==> src/sv/bdq_pkg.sv <==
// ----------------------------------------------------------------------------
// bdq_pkg
// Shared constants, op and status codes, beat types and the control
// structs for the bounded double-ended queue.
// ----------------------------------------------------------------------------
package bdq_pkg;

    localparam int DEPTH      = 16;
    localparam int DATA_WIDTH = 32;
    localparam int ADDR_W     = $clog2(DEPTH);
    localparam int CNT_W      = $clog2(DEPTH + 1);

    localparam logic [2:0] OP_PUSH_FRONT = 3'd0;
    localparam logic [2:0] OP_PUSH_BACK  = 3'd1;
    localparam logic [2:0] OP_POP_FRONT  = 3'd2;
    localparam logic [2:0] OP_POP_BACK   = 3'd3;
    localparam logic [2:0] OP_PEEK_FRONT = 3'd4;
    localparam logic [2:0] OP_PEEK_BACK  = 3'd5;

    localparam logic [1:0] ST_DONE  = 2'd0;
    localparam logic [1:0] ST_FULL  = 2'd1;
    localparam logic [1:0] ST_EMPTY = 2'd2;

    typedef struct packed {
        logic [2:0]  op;
        logic [31:0] push_value;
    } cmd_beat_t;

    typedef struct packed {
        logic [1:0]       status;
        logic [31:0]      read_value;
        logic             is_empty;
        logic             is_full;
        logic [CNT_W-1:0] fill_level;
    } res_beat_t;

    // Memory request from the pointer logic
    typedef struct packed {
        logic                  wr_en;
        logic [ADDR_W-1:0]     wr_addr;
        logic [DATA_WIDTH-1:0] wr_data;
        logic                  rd_en;
        logic [ADDR_W-1:0]     rd_addr;
    } mem_req_t;

    // Everything of a result except the entry read from memory
    typedef struct packed {
        logic [1:0]       status;
        logic             rd_used;
        logic             is_empty;
        logic             is_full;
        logic [CNT_W-1:0] fill_level;
    } res_info_t;

endpackage

==> src/sv/bdq_ram.sv <==
// ----------------------------------------------------------------------------
// bdq_ram
// Simple dual-port synchronous RAM: one write port, one read port with
// registered read data.
// ----------------------------------------------------------------------------
module bdq_ram #(
    parameter int DEPTH = bdq_pkg::DEPTH,
    parameter int WIDTH = bdq_pkg::DATA_WIDTH
) (
    input  logic                     clk,
    input  logic                     wr_en,
    input  logic [$clog2(DEPTH)-1:0] wr_addr,
    input  logic [WIDTH-1:0]         wr_data,
    input  logic                     rd_en,
    input  logic [$clog2(DEPTH)-1:0] rd_addr,
    output logic [WIDTH-1:0]         rd_data
);

    logic [WIDTH-1:0] mem_reg [DEPTH];
    logic [WIDTH-1:0] rd_data_reg;

    always_ff @(posedge clk)
    begin
        if (wr_en)
        begin
            mem_reg[wr_addr] <= wr_data;
        end
    end

    // Read data holds until the next read
    always_ff @(posedge clk)
    begin
        if (rd_en)
        begin
            rd_data_reg <= mem_reg[rd_addr];
        end
    end

    assign rd_data = rd_data_reg;

endmodule

==> src/sv/bdq_ctrl.sv <==
// ----------------------------------------------------------------------------
// bdq_ctrl
// Front and back pointers and the entry count. Decodes one command,
// checks it against full and empty, and issues the memory access.
// ----------------------------------------------------------------------------
module bdq_ctrl (
    input  logic                clk,
    input  logic                rst_n,
    input  logic                go,
    input  bdq_pkg::cmd_beat_t  cmd,
    output bdq_pkg::mem_req_t   mem_req,
    output bdq_pkg::res_info_t  info
);

    localparam logic [bdq_pkg::ADDR_W-1:0] LAST_IDX =
        bdq_pkg::ADDR_W'(bdq_pkg::DEPTH - 1);
    localparam logic [bdq_pkg::CNT_W-1:0] FULL_CNT =
        bdq_pkg::CNT_W'(bdq_pkg::DEPTH);

    logic [bdq_pkg::ADDR_W-1:0] front_reg, front_next;
    logic [bdq_pkg::ADDR_W-1:0] back_reg, back_next;
    logic [bdq_pkg::CNT_W-1:0]  count_reg, count_next;

    logic [bdq_pkg::ADDR_W-1:0] front_up, front_dn, back_up, back_dn;
    logic                       full, empty, is_push, is_read;
    logic                       do_wr, do_rd;
    logic [bdq_pkg::ADDR_W-1:0] wr_addr, rd_addr;
    logic [1:0]                 status;

    assign full  = (count_reg == FULL_CNT);
    assign empty = (count_reg == '0);

    // Wrap at DEPTH, which need not be a power of two
    assign front_up = (front_reg == LAST_IDX) ? '0 : front_reg + 1'b1;
    assign front_dn = (front_reg == '0) ? LAST_IDX : front_reg - 1'b1;
    assign back_up  = (back_reg == LAST_IDX) ? '0 : back_reg + 1'b1;
    assign back_dn  = (back_reg == '0) ? LAST_IDX : back_reg - 1'b1;

    assign is_push = (cmd.op == bdq_pkg::OP_PUSH_FRONT) ||
                     (cmd.op == bdq_pkg::OP_PUSH_BACK);
    assign is_read = (cmd.op == bdq_pkg::OP_POP_FRONT)  ||
                     (cmd.op == bdq_pkg::OP_POP_BACK)   ||
                     (cmd.op == bdq_pkg::OP_PEEK_FRONT) ||
                     (cmd.op == bdq_pkg::OP_PEEK_BACK);

    always_comb
    begin
        front_next = front_reg;
        back_next  = back_reg;
        count_next = count_reg;
        do_wr      = 1'b0;
        do_rd      = 1'b0;
        wr_addr    = front_dn;
        rd_addr    = front_reg;
        status     = bdq_pkg::ST_DONE;

        if (is_push && full)
        begin
            status = bdq_pkg::ST_FULL;
        end
        else if (is_read && empty)
        begin
            status = bdq_pkg::ST_EMPTY;
        end
        else
        begin
            case (cmd.op)
                bdq_pkg::OP_PUSH_FRONT:
                begin
                    front_next = front_dn;
                    wr_addr    = front_dn;
                    do_wr      = 1'b1;
                    count_next = count_reg + 1'b1;
                end
                bdq_pkg::OP_PUSH_BACK:
                begin
                    back_next  = back_up;
                    wr_addr    = back_up;
                    do_wr      = 1'b1;
                    count_next = count_reg + 1'b1;
                end
                bdq_pkg::OP_POP_FRONT:
                begin
                    rd_addr    = front_reg;
                    do_rd      = 1'b1;
                    front_next = front_up;
                    count_next = count_reg - 1'b1;
                end
                bdq_pkg::OP_POP_BACK:
                begin
                    rd_addr    = back_reg;
                    do_rd      = 1'b1;
                    back_next  = back_dn;
                    count_next = count_reg - 1'b1;
                end
                bdq_pkg::OP_PEEK_FRONT:
                begin
                    rd_addr = front_reg;
                    do_rd   = 1'b1;
                end
                bdq_pkg::OP_PEEK_BACK:
                begin
                    rd_addr = back_reg;
                    do_rd   = 1'b1;
                end
                default:
                begin
                    // unused codes leave the state alone
                end
            endcase
        end
    end

    always_comb
    begin
        mem_req.wr_en   = go && do_wr;
        mem_req.wr_addr = wr_addr;
        mem_req.wr_data = cmd.push_value[bdq_pkg::DATA_WIDTH-1:0];
        mem_req.rd_en   = go && do_rd;
        mem_req.rd_addr = rd_addr;

        info.status     = status;
        info.rd_used    = do_rd;
        info.is_empty   = (count_next == '0);
        info.is_full    = (count_next == FULL_CNT);
        info.fill_level = count_next;
    end

    always_ff @(posedge clk or negedge rst_n)
    begin
        if (!rst_n)
        begin
            front_reg <= '0;
            back_reg  <= LAST_IDX;
            count_reg <= '0;
        end
        else if (go)
        begin
            front_reg <= front_next;
            back_reg  <= back_next;
            count_reg <= count_next;
        end
    end

endmodule

==> src/sv/bounded_double_ended_queue.sv <==
// A result passes the pending stage, beside the registered RAM read data, and
// then the result register. Throughput: one command per cycle while results
// drain. Reset sets the front pointer and count to zero and the back pointer
// to the last index at once; the entry RAM is not cleared and needs no
// clearing pass, so commands are taken right after reset.
// ----------------------------------------------------------------------------
// bounded_double_ended_queue
// Bounded deque over a circular buffer in a synchronous RAM. Each command
// beat pushes, pops or peeks at either end and yields one result beat.
// ----------------------------------------------------------------------------
module bounded_double_ended_queue (
    input  logic               clk,
    input  logic               rst_n,
    input  logic               cmd_valid,
    output logic               cmd_stall,
    input  bdq_pkg::cmd_beat_t cmd,
    output logic               res_valid,
    input  logic               res_stall,
    output bdq_pkg::res_beat_t res
);

    bdq_pkg::mem_req_t  mem_req;
    bdq_pkg::res_info_t info;
    logic [bdq_pkg::DATA_WIDTH-1:0] rd_data;

    // Stage between the RAM read and the result register: waits for read data
    logic               pend_valid_reg, pend_valid_next;
    bdq_pkg::res_info_t pend_info_reg;

    logic               res_valid_reg, res_valid_next;
    bdq_pkg::res_beat_t res_data_reg;

    logic accept;
    logic advance;

    // Pointers, count and the memory request for the command in flight
    bdq_ctrl u_ctrl (
        .clk     (clk),
        .rst_n   (rst_n),
        .go      (accept),
        .cmd     (cmd),
        .mem_req (mem_req),
        .info    (info)
    );

    bdq_ram #(
        .DEPTH (bdq_pkg::DEPTH),
        .WIDTH (bdq_pkg::DATA_WIDTH)
    ) u_ram (
        .clk     (clk),
        .wr_en   (mem_req.wr_en),
        .wr_addr (mem_req.wr_addr),
        .wr_data (mem_req.wr_data),
        .rd_en   (mem_req.rd_en),
        .rd_addr (mem_req.rd_addr),
        .rd_data (rd_data)
    );

    // Advance the pending beat into the result register when that slot is
    // empty or being taken this cycle.
    assign advance = pend_valid_reg && (!res_valid_reg || !res_stall);

    // Hold commands only while the pending beat cannot move on. A new read
    // issued in the same cycle lands in the RAM output register at the same
    // edge that the old read data is captured into the result, so no overlap.
    assign cmd_stall = pend_valid_reg && !advance;
    assign accept    = cmd_valid && !cmd_stall;

    always_comb
    begin
        pend_valid_next = pend_valid_reg;
        if (accept)
        begin
            pend_valid_next = 1'b1;
        end
        else if (advance)
        begin
            pend_valid_next = 1'b0;
        end

        res_valid_next = res_valid_reg;
        if (advance)
        begin
            res_valid_next = 1'b1;
        end
        else if (!res_stall)
        begin
            res_valid_next = 1'b0;
        end
    end

    always_ff @(posedge clk or negedge rst_n)
    begin
        if (!rst_n)
        begin
            pend_valid_reg <= 1'b0;
            res_valid_reg  <= 1'b0;
        end
        else
        begin
            pend_valid_reg <= pend_valid_next;
            res_valid_reg  <= res_valid_next;
        end
    end

    // Payload registers: capture the decode on accept, merge read data on advance
    always_ff @(posedge clk)
    begin
        if (accept)
        begin
            pend_info_reg <= info;
        end
        if (advance)
        begin
            res_data_reg.status     <= pend_info_reg.status;
            res_data_reg.read_value <= pend_info_reg.rd_used ? 32'(rd_data) : '0;
            res_data_reg.is_empty   <= pend_info_reg.is_empty;
            res_data_reg.is_full    <= pend_info_reg.is_full;
            res_data_reg.fill_level <= pend_info_reg.fill_level;
        end
    end

    assign res_valid = res_valid_reg;
    assign res       = res_data_reg;

    // A pending beat blocked by a stalled result must hold off new commands
    assert property (@(posedge clk) disable iff (!rst_n)
        (pend_valid_reg && res_valid_reg && res_stall) |-> cmd_stall)
        else $error("command taken while pending beat is blocked");

    // Every accepted command reaches the pending stage next cycle
    assert property (@(posedge clk) disable iff (!rst_n)
        accept |=> pend_valid_reg)
        else $error("accepted command lost before the read stage");

    // Rejected operations return no data
    assert property (@(posedge clk) disable iff (!rst_n)
        (res_valid_reg && (res_data_reg.status != bdq_pkg::ST_DONE))
        |-> (res_data_reg.read_value == '0))
        else $error("rejected operation returned data");

    // A full rejection can only be reported while the queue is full
    assert property (@(posedge clk) disable iff (!rst_n)
        (res_valid_reg && (res_data_reg.status == bdq_pkg::ST_FULL))
        |-> res_data_reg.is_full)
        else $error("full rejection with queue not full");

endmodule
==> config.mk <==
export PLATFORM = sky130hd
export DESIGN_NAME = bounded_double_ended_queue
export DESIGN_NICKNAME = d
export VERILOG_FILES = /design/src/sv/bdq_pkg.sv /design/src/sv/bdq_ram.sv /design/src/sv/bdq_ctrl.sv /design/src/sv/bounded_double_ended_queue.sv
export SDC_FILE = /design/constraint.sdc
export NUM_CORES = 1
export LEC_CHECK = 0
export BUFFER_PORTS_ARGS = -buffer_cell sky130_fd_sc_hd__buf_2
export CAP_MARGIN = 20
export CORE_UTILIZATION = 62
export CTS_CLUSTER_DIAMETER = 60
export DETAILED_ROUTE_END_ITERATION = 7
export GPL_ROUTABILITY_DRIVEN = 0
export GPL_TIMING_DRIVEN = 0
export HOLD_SLACK_MARGIN = 0.15
export PLACE_DENSITY = 0.82
export SYNTH_ARGS = -nofsm -noshare
export SYNTH_HDL_FRONTEND = slang
export SYNTH_SLANG_ARGS = --single-unit
==> constraint.sdc <==
create_clock -name clk -period 4.72 [get_ports clk]
set_clock_uncertainty 0.2 [all_clocks]
set_input_delay 0.944 -clock clk [delete_from_list [all_inputs] [get_ports clk]]
set_output_delay 0.944 -clock clk [all_outputs]
set_load 0.1 [all_outputs]
* Word-level counts from Yosys, hierarchy flattened
Memories as Yosys holds them, arrays and structs flattened. A register that Yosys moved wholly into a read port is not among the register bits.
Cells that the tools add are included.
** Word-level totals
- Flip-flop bits (word level) :: 66
- Bits in writable memories :: 512
- Input port bits :: 39
- Output and inout bits :: 43
- Word-level logic and storage cells :: 92
- Memories kept :: 1
** Memory list
- u_ram.mem_reg :: depth 16, width 32, read ports 1, clocked after memory_dff 1, write ports 1, line bdq_ram.sv:19 : logic [WIDTH-1:0] mem_reg [DEPTH];
** Operators by class
- $add $sub $neg :: 6
- Equal/unequal tests :: 10
- Multiplexer cells :: 28
- Bitwise gates (word level) :: 2
- Reduce and logical (&&, ||, !) cells :: 30
** Operator list (number)
- 4-bit 2-to-1 mux :: 10
- 4-bit one-hot mux with 2 select lines :: 2
- 1-bit 2-to-1 mux :: 12
- 5-bit == test, second input constant :: 2
- 5-bit zero test :: 2
- 5-bit 2-to-1 mux :: 2
- 5-bit one-hot mux with 2 select lines :: 1
- 4-bit by 1-bit adder with 4-bit output, second input constant :: 2
- 4-bit == test, second input constant :: 2
- 4-bit zero test :: 2
- 4-bit AND reduction :: 2
- 4-bit by 1-bit subtractor with 4-bit output, second input constant :: 2
- 1-bit logical AND :: 7
- 3-bit by 2-bit == test with 1-bit output, second input constant :: 2
- 3-bit == test, second input constant :: 2
- 2-bit nonzero test :: 3
- 2-bit OR reduction :: 3
- 5-bit by 1-bit adder with 5-bit output, second input constant :: 1
- 1-bit logical OR :: 5
- 5-bit by 1-bit subtractor with 5-bit output, second input constant :: 1
- 1-bit zero test :: 4
- 4-bit OR reduction :: 1
- 3-bit by 1-bit == test with 1-bit output, second input constant :: 1
- 3-bit zero test :: 1
- 3 further kinds :: 4

* Longest topological paths before layout
- Word-level depth :: 10
- Depth in mapped cells :: 11
- Mapped depth without buffers :: 8

* By module
A second synthesis with hierarchy kept.
** Second synthesis, totals
- Cells, all modules :: 1140
- Area total of the unflattened synthesis :: 23725.3 um^2
** Modules (own cells, without submodules)
- bdq_ram :: times used 1, cells each 838, area each 20174.3 um^2, sequential area each 16335.7 um^2
- bounded_double_ended_queue :: times used 1, cells each 94, area each 1873.0 um^2, sequential area each 1581.5 um^2
- bdq_ctrl :: times used 1, cells each 208, area each 1677.9 um^2, sequential area each 330.3 um^2

* Least setup slack after synthesis
No wires, ideal clock.
- Path type :: input -> register
- Start point :: input res_stall
- End point :: register res_data_reg (netlist bit res[0]), enable pin
- Library setup time :: 502 ps
- Arrival time :: 3965 ps
- Required time :: 4018 ps
- Setup slack :: 53 ps
- Cell stages on the path :: 1
- Path buffers :: 0
- Cell sequence :: a21boi_0
** On the way
- Longest elaborated chain between the ends :: 3
** RTL lines
- start, declared :: line bounded_double_ended_queue.sv:18 : input logic res_stall,
- 1-bit zero test
- 1-bit logical OR :: line bounded_double_ended_queue.sv:61 : assign advance = pend_valid_reg && (!res_valid_reg || !res_stall);
- 1-bit logical AND :: line bounded_double_ended_queue.sv:61
- end, declared :: line bounded_double_ended_queue.sv:31 : bdq_pkg::res_beat_t res_data_reg;
Every way passes these cells.
A chain may end at the register's enable or synchronous reset.

* Worst setup path after layout
- Start point :: register u_ctrl.front_reg[1] in the netlist's numbering
- End point :: memory u_ram.mem_reg[1][16] in the netlist's numbering, enable pin
** On the way
- Longest elaborated chain between the ends :: 5
- Elaborated cells on any way between the ends :: 6
- Those cells by class :: add/sub: 1; mux: 4; reduce/logical: 1
** RTL lines
- start, declared :: line bdq_ctrl.sv:20 : logic [bdq_pkg::ADDR_W-1:0] front_reg, front_next;
- start signal, assigned :: line bdq_ctrl.sv:139 : front_reg <= front_next;
- 4-bit by 1-bit subtractor with 4-bit output or 4-bit zero test (tied branches) :: line bdq_ctrl.sv:35 : assign front_dn = (front_reg == '0) ? LAST_IDX : front_reg - 1'b1;
- 4-bit 2-to-1 mux (*) :: line bdq_ctrl.sv:35
- 4-bit 2-to-1 mux :: line bdq_ctrl.sv:67 : case (cmd.op)
- 4-bit 2-to-1 mux :: line bdq_ctrl.sv:61 : else if (is_read && empty)
- 4-bit 2-to-1 mux (*) :: line bdq_ctrl.sv:57 : if (is_push && full)
- end, declared :: line bdq_ram.sv:19
Mark *: on every way between the ends. The rest lies on a longest branch, timed or not.

==> key figures <==
Synthesis
  • Count of different cell masters after synthesis: 58
  • Syn Nets: about 1700
  • Ys async rst share: 2.46%
  • Synth cell count leaders: 595 x edfxtp_1, 160 x nand2_1, 136 x mux2i_1
  • Ys flop type: edfxtp_1
  • Mean Syn Cell Area: 16.4 µm²
  • Syn. warnings: 0
  • Yosys top cell area share: between 60 and 70%
  • Flop and latch count out of synthesis: 610
  • Post-synth EDFFs: about 600
  • Synth area leaders: edfxtp_1 65%, mux4_2 10%, mux2i_1 5.0%
  • Mapped Area: 27300 µm²
  • Leading area contributor after synthesis: edfxtp_1
  • Most numerous cell in the Yosys netlist: edfxtp_1
  • Synth Instances: 1661
  • Register area share after synthesis: 66.8%

STA
  • Rel. slew slack: 28.3%
  • RSZ-0062 raised after global routing: false
  • Fin. Hold Viols: 0
  • Worst slew pin tran: 1.08 ns
  • Final worst-path cycle share: 97.2%
  • Final WS setup: 0.132 ns
  • Worst hold slack: between 0.2 and 0.25 ns
  • Final setup viols: 0
  • Achievable Freq: 218 MHz
  • Post-Route Setup TNS: 0 ns
  • Crit path time final: 4.59 ns
  • Final Max Slew Viols: 0

Pwr
  • VDD IR-drop max: 0.000396 V
  • Power density over the cells: 583 nW/µm²
  • Leak pwr: roughly 11 nW
  • Power Total: 18.1 mW

GRT
  • Gr ovfl total: 0
  • Initial antenna violation count: 0
  • Vias in the first global route: between 15000 and 20000
  • Largest net degree at the start of global routing: 24
  • First-pass GRT wire length: 105 mm
  • Overall global routing resource usage: 32.4%

Critical path
  • Largest delay share family, worst path: buffers and inverters
  • Reg-to-Reg Start: u_ctrl.front_reg[1]$_DFFE_PN0P_
  • Crit path DAT: 4.72 ns
  • Worst path max stage delay: between 0.7 and 0.8 ns
  • Worst Path Class, Setup: flip-flop to flip-flop
  • Critical Path End Type: flip-flop
  • CP Max Fanout: 17
  • Reg2Reg Depth: 12
  • Cells along the critical path: clkbuf_1 > inv_1 > clkbuf_1 > clkbuf_2 > ha_1 > o21ba_2 > o21ai_0 > o31a_1 > mux2i_1 > nand2_1 > nor2_4 > buf_16
  • R2r endpoint: u_ram.mem_reg[1][16]$_DFFE_PP_
  • R2r setup slk: 0.13 ns
  • Buf+Inv Stages, Crit Path: 5
  • Most common cell on crit path: clkbuf_1
  • Slowest cell on crit path: nor2_4
  • Crit start category: flip-flop
  • CP required: 4.85 ns

Finish
  • Fin util: 71.8%
  • Non-filler cells, final: 2468
  • FILL cells: 2523
  • Sequential cell area: 18200 µm²
  • Layout cells sized above 1: between 20% and 30%
  • Area of the multi-input gates: 8500 µm²
  • Final net count: 1883
  • Layout area overhead: 13.9%
  • Post-Layout Inst Area: 31100 µm²
  • Max reg flops: 512
  • Antenna cells: 0

CTS
  • CTS buffer count: 59
  • TritonCTS clock tree: done
  • CTS root buffer: clkbuf_16
  • H-tree levels: 2
  • Worst skew pair latency: 0.63 ns
  • Sink Count: 610
  • Clock transition at path regs: 0.06 ns
  • Max clock buf depth: 3

Route
  • Drt drc: 0
  • Routed len/inst: roughly 29 µm
  • Vias: about 17000
  • Final ANT Viol Nets: 0
  • DR iter-0 viols: 2328
  • Via-to-Cell Ratio: 6.94
  • WL final: between 70 and 80 mm
  • First drt pass iteration count: 8

Die
  • Die Width: 212 µm
  • Row cnt: 76
  • CORE AREA: 43300 µm²
  • Io pins: 82
  • Die ar.: 44900 µm²
  • Starting density of the core: 63.1%
  • Die H: 212 µm

Placed design
  • Dpl ws: 0.0750 ns
  • Placed insts: 2345
  • I/O Buffers: 78
  • DP Wirelength: 46.2 mm
  • Placed inst area: 29000 µm²

Outcome
  • Outcome: finished clean

Hold path
  • Hold path depth: 0
  • Min-Delay Path Class: flip-flop to flip-flop
  • Hold Crit Start: pend_info_reg[8]$_SDFFCE_PP1P_
  • Min-Delay Endpoint: res[39]$_DFFE_PP_

Run
  • Max Cap Violations: 0
-- placed cells by master (no fill, tap or decap), types with 9 or more instances in the layout --
master	netlist	routed
nor2_1	28	12
buf_4	13	16
ha_1	9	9
nand2_1	160	160
clkbuf_1	63	74
a31oi_1	66	66
nor3_1	10	9
nand3_1	69	69
clkbuf_16	0	60
a21oi_1	17	17
clkinv_1	1	13
nor2_4	0	16
clkinv_2	0	16
inv_1	12	12
or3_1	32	32
o311ai_0	56	56
buf_6	10	13
mux2_2	64	64
and2_1	33	33
mux4_2	126	126
mux2i_1	136	136
o21ai_0	14	14
buf_12	0	15
o22ai_1	33	33
buf_2	29	107
buf_1	9	9
dfrtp_1	11	11
edfxtp_1	595	595
-- report_power, final --
part,total (mW),internal [mW],switching (mW)
combinational,6.92,2.60,4.32
sequential,6.58,6.43,0.156
clock,4.61,2.61,2.00
-- worst max path at each step --
| stage | from | to | slack, ns | cells after the start |
|---|---|---|---|---|
| after global routing | u_ctrl.front_reg[1]$_DFFE_PN0P_ | u_ram.mem_reg[1][16]$_DFFE_PP_ | 0.04 | 12 |
| final | u_ctrl.front_reg[1]$_DFFE_PN0P_ | u_ram.mem_reg[1][16]$_DFFE_PP_ | 0.13 | 12 |
| after CTS | u_ctrl.front_reg[1]$_DFFE_PN0P_ | u_ram.mem_reg[9][0]$_DFFE_PP_ | 0.03 | 12 |
| after detailed placement | u_ctrl.front_reg[1]$_DFFE_PN0P_ | u_ram.mem_reg[4][15]$_DFFE_PP_ | 0.08 | 11 |
| after floorplan | res_stall | res[0]$_DFFE_PP_ | 0.05 | 1 |
| after global placement | res_stall | res[22]$_SDFFCE_PN0P_ | -2.60 | 2 |
-- per-layer routing --
layer / share of wire, % / global-route usage (%)
met5: 0 / 0
met4: 4.4 / 15.7
met3: 10 / 6.65
met2: 49 / 52.4
met1: 36 / 42.3
-- kinds of logic after synthesis --
logic type	Yosys count	synth area share (%)
flip-flops	610	66.8
adder cells (fa/ha/maj)	10	0.486
XOR/XNOR	9	0.289
AO/OA/AOI/OAI	224	5.91
multiplexers	327	18.1
buffers and inverters	138	2.53
AND/OR/NAND/NOR	343	5.84
-- area by class of cell --
class | instances | area share (%)
inverter | 13 | 0.157
buffer | 125 | 2.07
sequential | 610 | 58.7
tap | 585 | 2.35
multi-input combinational | 913 | 27.3
clock buffer | 73 | 5.02
timing repair buffer | 112 | 3.34
clock inverter | 37 | 1.02
-- what timing repair did --
action / CTS / global route
resized for setup: 0 / 2
endpoints found under the setup margin: 0 / 244
setup buffers: 0 / 9
hold buffers: 1 / 0
endpoints found under the hold margin: 11 / 0
(Power assumes the default switching activity.)
